<file path="config.mk">
export PLATFORM = sky130hd
export DESIGN_NAME = neighbor_cache_lookup_learn_unit
export DESIGN_NICKNAME = d
export VERILOG_FILES = /design/src/rtl/ncl_pkg.sv /design/src/rtl/ncl_ctrl.sv /design/src/rtl/ncl_dpath.sv /design/src/rtl/neighbor_cache_lookup_learn_unit.sv
export SDC_FILE = /design/constraint.sdc
export NUM_CORES = 2
export LEC_CHECK = 0
export BUFFER_PORTS_ARGS = -buffer_cell sky130_fd_sc_hd__buf_2
export CORE_MARGIN = 4
export CORE_UTILIZATION = 45
export CTS_CLUSTER_SIZE = 16
export DETAILED_ROUTE_END_ITERATION = 10
export REMOVE_ABC_BUFFERS = 1
export SLEW_MARGIN = 0
export SYNTH_ARGS = -nofsm -noshare
export SYNTH_HDL_FRONTEND = slang
export SYNTH_SLANG_ARGS = --single-unit
</file>
<file path="constraint.sdc">
create_clock -name clk -period 12.6 [get_ports clk]
set_clock_uncertainty 0.05 [all_clocks]
set_input_delay 1.26 -clock clk [delete_from_list [all_inputs] [get_ports clk]]
set_output_delay 1.26 -clock clk [all_outputs]
set_load 0.005 [all_outputs]
</file>
<file path="src/rtl/ncl_pkg.sv">
`timescale 1ns / 1ps
`default_nettype none

package ncl_pkg;

  localparam int ENTRIES = 16;
  localparam int IDX_W = (ENTRIES > 1) ? $clog2(ENTRIES) : 1;

  localparam logic [7:0] ADV_TYPE = 8'd136;
  localparam logic [15:0] MIN_LEN = 16'd2;

  localparam logic FUNC_LOOKUP = 1'b0;
  localparam logic FUNC_MESSAGE = 1'b1;

  localparam int IN_DATA_W = 200;
  localparam int OUT_DATA_W = 56;

  typedef struct packed {
    logic [15:0] message_length;
    logic [7:0] message_type;
    logic [47:0] source_tail;
    logic [63:0] target_low;
    logic [63:0] target_high;
  } item_t;

  typedef struct packed {
    logic table_full;
    logic written;
    logic [3:0] entry_index;
    logic [47:0] mac;
    logic hit;
  } result_t;

  typedef struct packed {
    logic [63:0] addr_high;
    logic [63:0] addr_low;
    logic [47:0] mac;
  } entry_t;

  typedef enum logic [1:0] {
    ST_IDLE,
    ST_SCAN,
    ST_DRAIN,
    ST_FINISH
  } state_t;

  typedef struct packed {
    logic load;
    logic scan;
    logic finish;
  } cmd_t;

  typedef struct packed {
    logic last_issued;
    logic out_busy;
  } status_t;

endpackage

`default_nettype wire

</file>
<file path="src/rtl/ncl_ctrl.sv">
`timescale 1ns / 1ps
`default_nettype none

module ncl_ctrl (
  input  wire logic            clk,
  input  wire logic            rst,
  input  wire logic            in_valid,
  output logic                 in_ready,
  input  wire ncl_pkg::status_t status,
  output ncl_pkg::cmd_t        cmd
);
  import ncl_pkg::*;

  state_t state;
  state_t state_next;

  always_ff @(posedge clk) begin
    if (rst) begin
      state <= ST_IDLE;
    end else begin
      state <= state_next;
    end
  end

  always_comb begin
    state_next = state;
    in_ready = 1'b0;
    cmd = '0;
    case (state)
      ST_IDLE: begin
        in_ready = 1'b1;
        if (in_valid) begin
          cmd.load = 1'b1;
          state_next = ST_SCAN;
        end
      end
      ST_SCAN: begin
        cmd.scan = 1'b1;
        if (status.last_issued) begin
          state_next = ST_DRAIN;
        end
      end
      ST_DRAIN: begin
        state_next = ST_FINISH;
      end
      ST_FINISH: begin
        if (!status.out_busy) begin
          cmd.finish = 1'b1;
          state_next = ST_IDLE;
        end
      end
      default: begin
        state_next = ST_IDLE;
      end
    endcase
  end

endmodule

`default_nettype wire

</file>
<file path="src/rtl/ncl_dpath.sv">
`timescale 1ns / 1ps
`default_nettype none

module ncl_dpath (
  input  wire logic             clk,
  input  wire logic             rst,
  input  wire ncl_pkg::cmd_t    cmd,
  output ncl_pkg::status_t      status,
  input  wire logic             in_func,
  input  wire ncl_pkg::item_t   in_item,
  output logic                  out_valid,
  input  wire logic             out_ready,
  output ncl_pkg::result_t      out_result
);
  import ncl_pkg::*;

  entry_t mem [ENTRIES];
  entry_t rd_q;
  logic [ENTRIES-1:0] entry_valid;

  logic func_q;
  item_t item_q;

  logic [IDX_W-1:0] idx;
  logic [IDX_W-1:0] rd_idx;
  logic rd_pend;

  logic match_found;
  logic [IDX_W-1:0] match_idx;
  logic [47:0] match_mac;
  logic free_found;
  logic [IDX_W-1:0] free_idx;

  logic rd_match;
  logic adv;
  logic slot_ok;
  logic [IDX_W-1:0] slot;
  logic wr_en;
  logic [IDX_W+3:0] slot_ext;
  logic [IDX_W+3:0] match_ext;
  result_t result_next;

  assign status.last_issued = (idx == IDX_W'(ENTRIES - 1));
  assign status.out_busy = out_valid && !out_ready;

  assign rd_match = rd_pend && entry_valid[rd_idx]
                    && (rd_q.addr_high == item_q.target_high)
                    && (rd_q.addr_low == item_q.target_low);

  assign adv = (func_q == FUNC_MESSAGE) && (item_q.message_type == ADV_TYPE)
               && (item_q.message_length >= MIN_LEN);
  assign slot_ok = match_found || free_found;
  assign slot = match_found ? match_idx : free_idx;
  assign wr_en = cmd.finish && adv && slot_ok;
  assign slot_ext = {4'b0, slot};
  assign match_ext = {4'b0, match_idx};

  always_comb begin
    result_next = '0;
    if (func_q == FUNC_LOOKUP) begin
      if (match_found) begin
        result_next.hit = 1'b1;
        result_next.mac = match_mac;
        result_next.entry_index = match_ext[3:0];
      end
    end else if (adv) begin
      if (slot_ok) begin
        result_next.written = 1'b1;
        result_next.entry_index = slot_ext[3:0];
      end else begin
        result_next.table_full = 1'b1;
      end
    end
  end

  always_ff @(posedge clk) begin
    if (cmd.scan) begin
      rd_q <= mem[idx];
    end
    if (wr_en) begin
      mem[slot] <= '{addr_high: item_q.target_high, addr_low: item_q.target_low,
                     mac: item_q.source_tail};
    end
  end

  always_ff @(posedge clk) begin
    if (cmd.load) begin
      func_q <= in_func;
      item_q <= in_item;
    end
    if (cmd.load) begin
      idx <= '0;
    end else if (cmd.scan) begin
      idx <= idx + 1'b1;
    end
    rd_idx <= idx;
    if (cmd.load) begin
      match_found <= 1'b0;
      free_found <= 1'b0;
    end else if (rd_pend) begin
      if (rd_match && !match_found) begin
        match_found <= 1'b1;
        match_idx <= rd_idx;
        match_mac <= rd_q.mac;
      end
      if (!entry_valid[rd_idx] && !free_found) begin
        free_found <= 1'b1;
        free_idx <= rd_idx;
      end
    end
    if (cmd.finish) begin
      out_result <= result_next;
    end
  end

  always_ff @(posedge clk) begin
    if (rst) begin
      rd_pend <= 1'b0;
      entry_valid <= '0;
      out_valid <= 1'b0;
    end else begin
      rd_pend <= cmd.scan;
      if (wr_en) begin
        entry_valid[slot] <= 1'b1;
      end
      if (cmd.finish) begin
        out_valid <= 1'b1;
      end else if (out_ready) begin
        out_valid <= 1'b0;
      end
    end
  end

endmodule

`default_nettype wire

</file>
<file path="src/rtl/neighbor_cache_lookup_learn_unit.sv">
`timescale 1ns / 1ps
`default_nettype none

// Neighbor cache of ENTRIES fully associative entries, each mapping a 128-bit
// IPv6 address to a 48-bit MAC. A lookup (tuser 0) returns hit, MAC and entry
// index; a neighbor message (tuser 1) that is an advertisement of at least two
// bytes refreshes the matching entry or fills the lowest free one, and is
// dropped with table_full set when no entry matches and none is free. Each
// item passes through the accept step, a scan of every entry in turn through
// the single read port of the entry memory, a drain step for the last compare
// and a finish step that writes back and loads the result. The result
// register lets a new item in while the previous result waits; a result not
// yet taken holds the block in its finish state. Valid marks clear at reset,
// so no clearing pass is needed.
module neighbor_cache_lookup_learn_unit (
  input  wire logic                           clk,
  input  wire logic                           rst,
  input  wire logic                           s_tvalid,
  output logic                                s_tready,
  // target_high, target_low, source_tail, message_type, message_length
  input  wire logic [ncl_pkg::IN_DATA_W-1:0]  s_tdata,
  // func
  input  wire logic                           s_tuser,
  output logic                                m_tvalid,
  input  wire logic                           m_tready,
  // hit, mac, entry_index, written, table_full, zero pad
  output logic [ncl_pkg::OUT_DATA_W-1:0]      m_tdata
);
  import ncl_pkg::*;

  cmd_t cmd;
  status_t status;
  item_t in_item;
  result_t out_result;

  assign in_item = item_t'(s_tdata);
  assign m_tdata = {1'b0, out_result};

  ncl_ctrl u_ctrl (
    .clk      (clk),
    .rst      (rst),
    .in_valid (s_tvalid),
    .in_ready (s_tready),
    .status   (status),
    .cmd      (cmd)
  );

  ncl_dpath u_dpath (
    .clk        (clk),
    .rst        (rst),
    .cmd        (cmd),
    .status     (status),
    .in_func    (s_tuser),
    .in_item    (in_item),
    .out_valid  (m_tvalid),
    .out_ready  (m_tready),
    .out_result (out_result)
  );

endmodule

`default_nettype wire

</file>
==> flow_summary.yaml <==
clocking:
  h-tree-depth: 5
  clockBufferDepth: 4
  worstSkewPairLatency_ns: 0.86
  post_cts_buffers: 0
  cts_tree: "yes"
  hold_buffers: 0
  cts_resized: 0
  cts_sinks: 3333
  cts_root_buffer: "clkbuf_16"
  clk_pin_slew_ns: 0.06
  numCtsBuffers: 345
final_layout:
  area_delta_synth_final_pct: 13.4
  mostFrequentLayoutCell: "edfxtp_1"
  final_cell_mix: "edfxtp_1 (3303), mux4_2 (885), clkbuf_16 (355)"
  fin_nets: 5575
  drive_gt1_share_pct: 30.8
  nFillCells: 21002
worst_setup_path:
  crit_path_max_incr_delay_ns: 1.08
  path_buf_inv: 2
  critical_path.top_delay_family: "simple AND/OR/NAND/NOR gates"
  cp_max_fo: 28
  cpMaxStageDelayCell: "nor4_1"
  required_ns: 13.03
  cp.arrival_ns: 5.61
  cp_cell_sequence: "xor2_1 > nor4_1 > nand4_1 > or4_1 > nor3_2 > buf_4 > buf_4"
  start_kind: "flip-flop"
  crit_type: "flip-flop to flip-flop"
  cp-end-kind: "flip-flop"
  crit_top_cell: "buf_4"
yosys:
  ys_seq_elements: 3333
  synthesis.area_sq_um: 124000
  syn_inst: 4863
  synth-edff-count: 3303
  synth_cell_type_count: 50
  async_flop_share_pct: 0
  seq_area_frac_synth_pct: 80.7
  avgSynthCellArea_sq_um: 25.4
  dominantRegCellSynth: "edfxtp_1"
  yosys_warnings: 0
job:
  cap_violations: 0
sta:
  max_freq_mhz: 193
  tns_ns: 0
  hold_viol: 0
  final-setup-viol-count: 0
  rsz0062_at_grt: "false"
  drv_slew: 0
  maxSlewHeadroom_pct: 14.3
  period_share_pct: 41.1
  tightest_slew_ns: 1.27
  whs_ns: 0.364
  min_period_ns: 5.18
global_route:
  grt_pass1_wl_um: 409000
  antenna_found_initial: 32
  grt_overflow: 0
  grt_max_degree: 140
  grt_pass1_vias: 56404
  grt_usage_pct: 19.9
floorplan:
  die_x_um: 532
  rows: 192
  die_area_sq_um: 283000
  core_sq_um: 274000
  start_util_pct: 45.2
  die_h_um: 532
  ios: 263
place:
  gp_congestion: 0.724
  portBuffers: 260
  hpwlAfterDp_um: 139000
drt:
  dr_total_vias: 53873
  drt-pass1-iter-count: 5
  drt_iter0_drc: 6210
  drc: 0
  ant_nets: 0
  wl_um: 285000
  wl_per_cell_um: 30.9
  viasPerCell: 5.84
power_and_ir_drop:
  max-vdd-ir-drop_mv: 0.142
  powerDensity_nw_per_um2: 195
  leakagePower_nw: 42.8
run_status:
  status: "completed"
hold_path:
  hold_path.class: "flip-flop to flip-flop"
-- synthesized netlist by cell type, types with 2 or more instances --
| master | instances | area [sq um] |
|---|---|---|
| dfxtp_1 | 30 | 601 |
| o2111ai_1 | 4 | 35.0 |
| nand2_1 | 17 | 63.8 |
| o21ai_0 | 4 | 20.0 |
| nand3_1 | 6 | 30.0 |
| buf_4 | 3 | 22.5 |
| a221o_1 | 2 | 20.0 |
| nor3_1 | 8 | 40.0 |
| buf_1 | 25 | 93.8 |
| nor2_1 | 46 | 173 |
| clkbuf_1 | 98 | 368 |
| a2111oi_0 | 12 | 105 |
| a22o_1 | 3 | 26.3 |
| nor2b_1 | 42 | 263 |
| a21oi_1 | 19 | 95.1 |
| nand2b_1 | 9 | 56.3 |
| nand4_1 | 16 | 100 |
| o22ai_1 | 19 | 119 |
| o31ai_1 | 2 | 15.0 |
| mux4_2 | 885 | 19900 |
| nor4_1 | 17 | 106 |
| and2_1 | 48 | 300 |
| buf_6 | 39 | 439 |
| or4_1 | 3 | 22.5 |
| a221oi_1 | 2 | 17.5 |
| edfxtp_1 | 3303 | 99200 |
| nor3b_2 | 4 | 50.1 |
| mux2i_1 | 2 | 20.0 |
| buf_2 | 45 | 225 |
| xor2_1 | 44 | 385 |
| a22oi_1 | 2 | 15.0 |
| nand4b_1 | 2 | 17.5 |
| inv_1 | 50 | 188 |
| ha_1 | 5 | 62.6 |
| xnor2_1 | 32 | 280 |
-- metrics by stage --
step / total power [mW] / area [sq um] / worst slack, ns / util [%] / std cells
2_1_floorplan: 19.9 / 122000 / -17.95 / - / 4653
3_3_place_gp: 17.8 / 129000 / 7.10 / 47.3 / 8607
3_5_place_dp: 17.9 / 129000 / 7.09 / 47.3 / 8607
4_1_cts: 27.6 / 140000 / 7.39 / 51.2 / 9218
5_1_grt: 28.3 / 140000 / 7.23 / 51.2 / 9220
6_report: 27.3 / 140000 / 7.42 / 51.2 / 9224
-- sequential cells by signal, indices dropped and copies added, names as in the netlist --
signal               flops
u_dpath.mem           2816
u_dpath.item_q         199
u_dpath.rd_q           176
u_dpath.out_result      55
u_dpath.match_mac       48
u_dpath.entry_valid     16
u_dpath.free_idx         4
u_dpath.idx              4
u_dpath.match_idx        4
u_dpath.rd_idx           4
u_ctrl.state             2
u_dpath.free_found       1
u_dpath.func_q           1
u_dpath.match_found      1
u_dpath.out_valid        1
u_dpath.rd_pend          1
-- power by group --
| part | internal, mW | total [mW] | switching [mW] | leakage (nW) |
|---|---|---|---|---|
| Combinational | 1.76 | 3.55 | 1.79 | 7.46 |
| Clock | 5.63 | 9.73 | 4.10 | 5.23 |
| Sequential | 13.3 | 14.0 | 0.710 | 30.1 |
-- cell families after synthesis --
| group | after synthesis | synth area share, % |
|---|---|---|
| flops | 3333 | 80.7 |
| buf+inv | 262 | 1.09 |
| fa+ha+maj | 5 | 0.0506 |
| xor+xnor | 76 | 0.539 |
| compound gates | 78 | 0.447 |
| other cells | 1 | 0.00303 |
| simple gates | 221 | 1.01 |
| mux | 887 | 16.1 |
-- worst reg2reg max path, stage by stage (launching register included) --
cell and delay [ns]:
edfxtp_1 0.61, xor2_1 0.28, nor4_1 1.08, nand4_1 0.72
or4_1 0.67, nor3_2 0.18, buf_4 0.47, buf_4 0.70
-- final cells by class --
type / instances / area [sq um] / share of cell area, %
antenna: 6 / 15.0 / 0.0107
clock buffer: 434 / 9200 / 6.56
clock inverter: 177 / 1500 / 1.07
inverter: 52 / 204 / 0.146
multi-input combinational: 1268 / 22600 / 16.1
sequential: 3333 / 99800 / 71.2
tap: 3589 / 4490 / 3.20
timing repair buffer: 365 / 2310 / 1.65
-- per-layer routing --
metal	up-vias	wire (um)	GRT usage, %
li1	22006	-	-
met1	29493	119000	28.3
met2	1898	140000	32.2
met3	466	17800	3.11
met4	10	8410	5.88
met5	-	63	0
-- path summary, 6_finish.rpt --
| kind | from | cells past startpoint | end | slack [ns] |
|---|---|---|---|---|
| max | u_dpath.item_q[97] | 7 | u_dpath.match_mac[18] | 7.42 |
| min | u_dpath.rd_q[29] | 0 | u_dpath.match_mac[29] | 0.36 |
| max reg2reg | u_dpath.item_q[97] | 7 | u_dpath.match_mac[18] | 7.42 |
| min reg2reg | u_dpath.rd_q[29] | 0 | u_dpath.match_mac[29] | 0.36 |
Power figures use the tool's default switching activity.
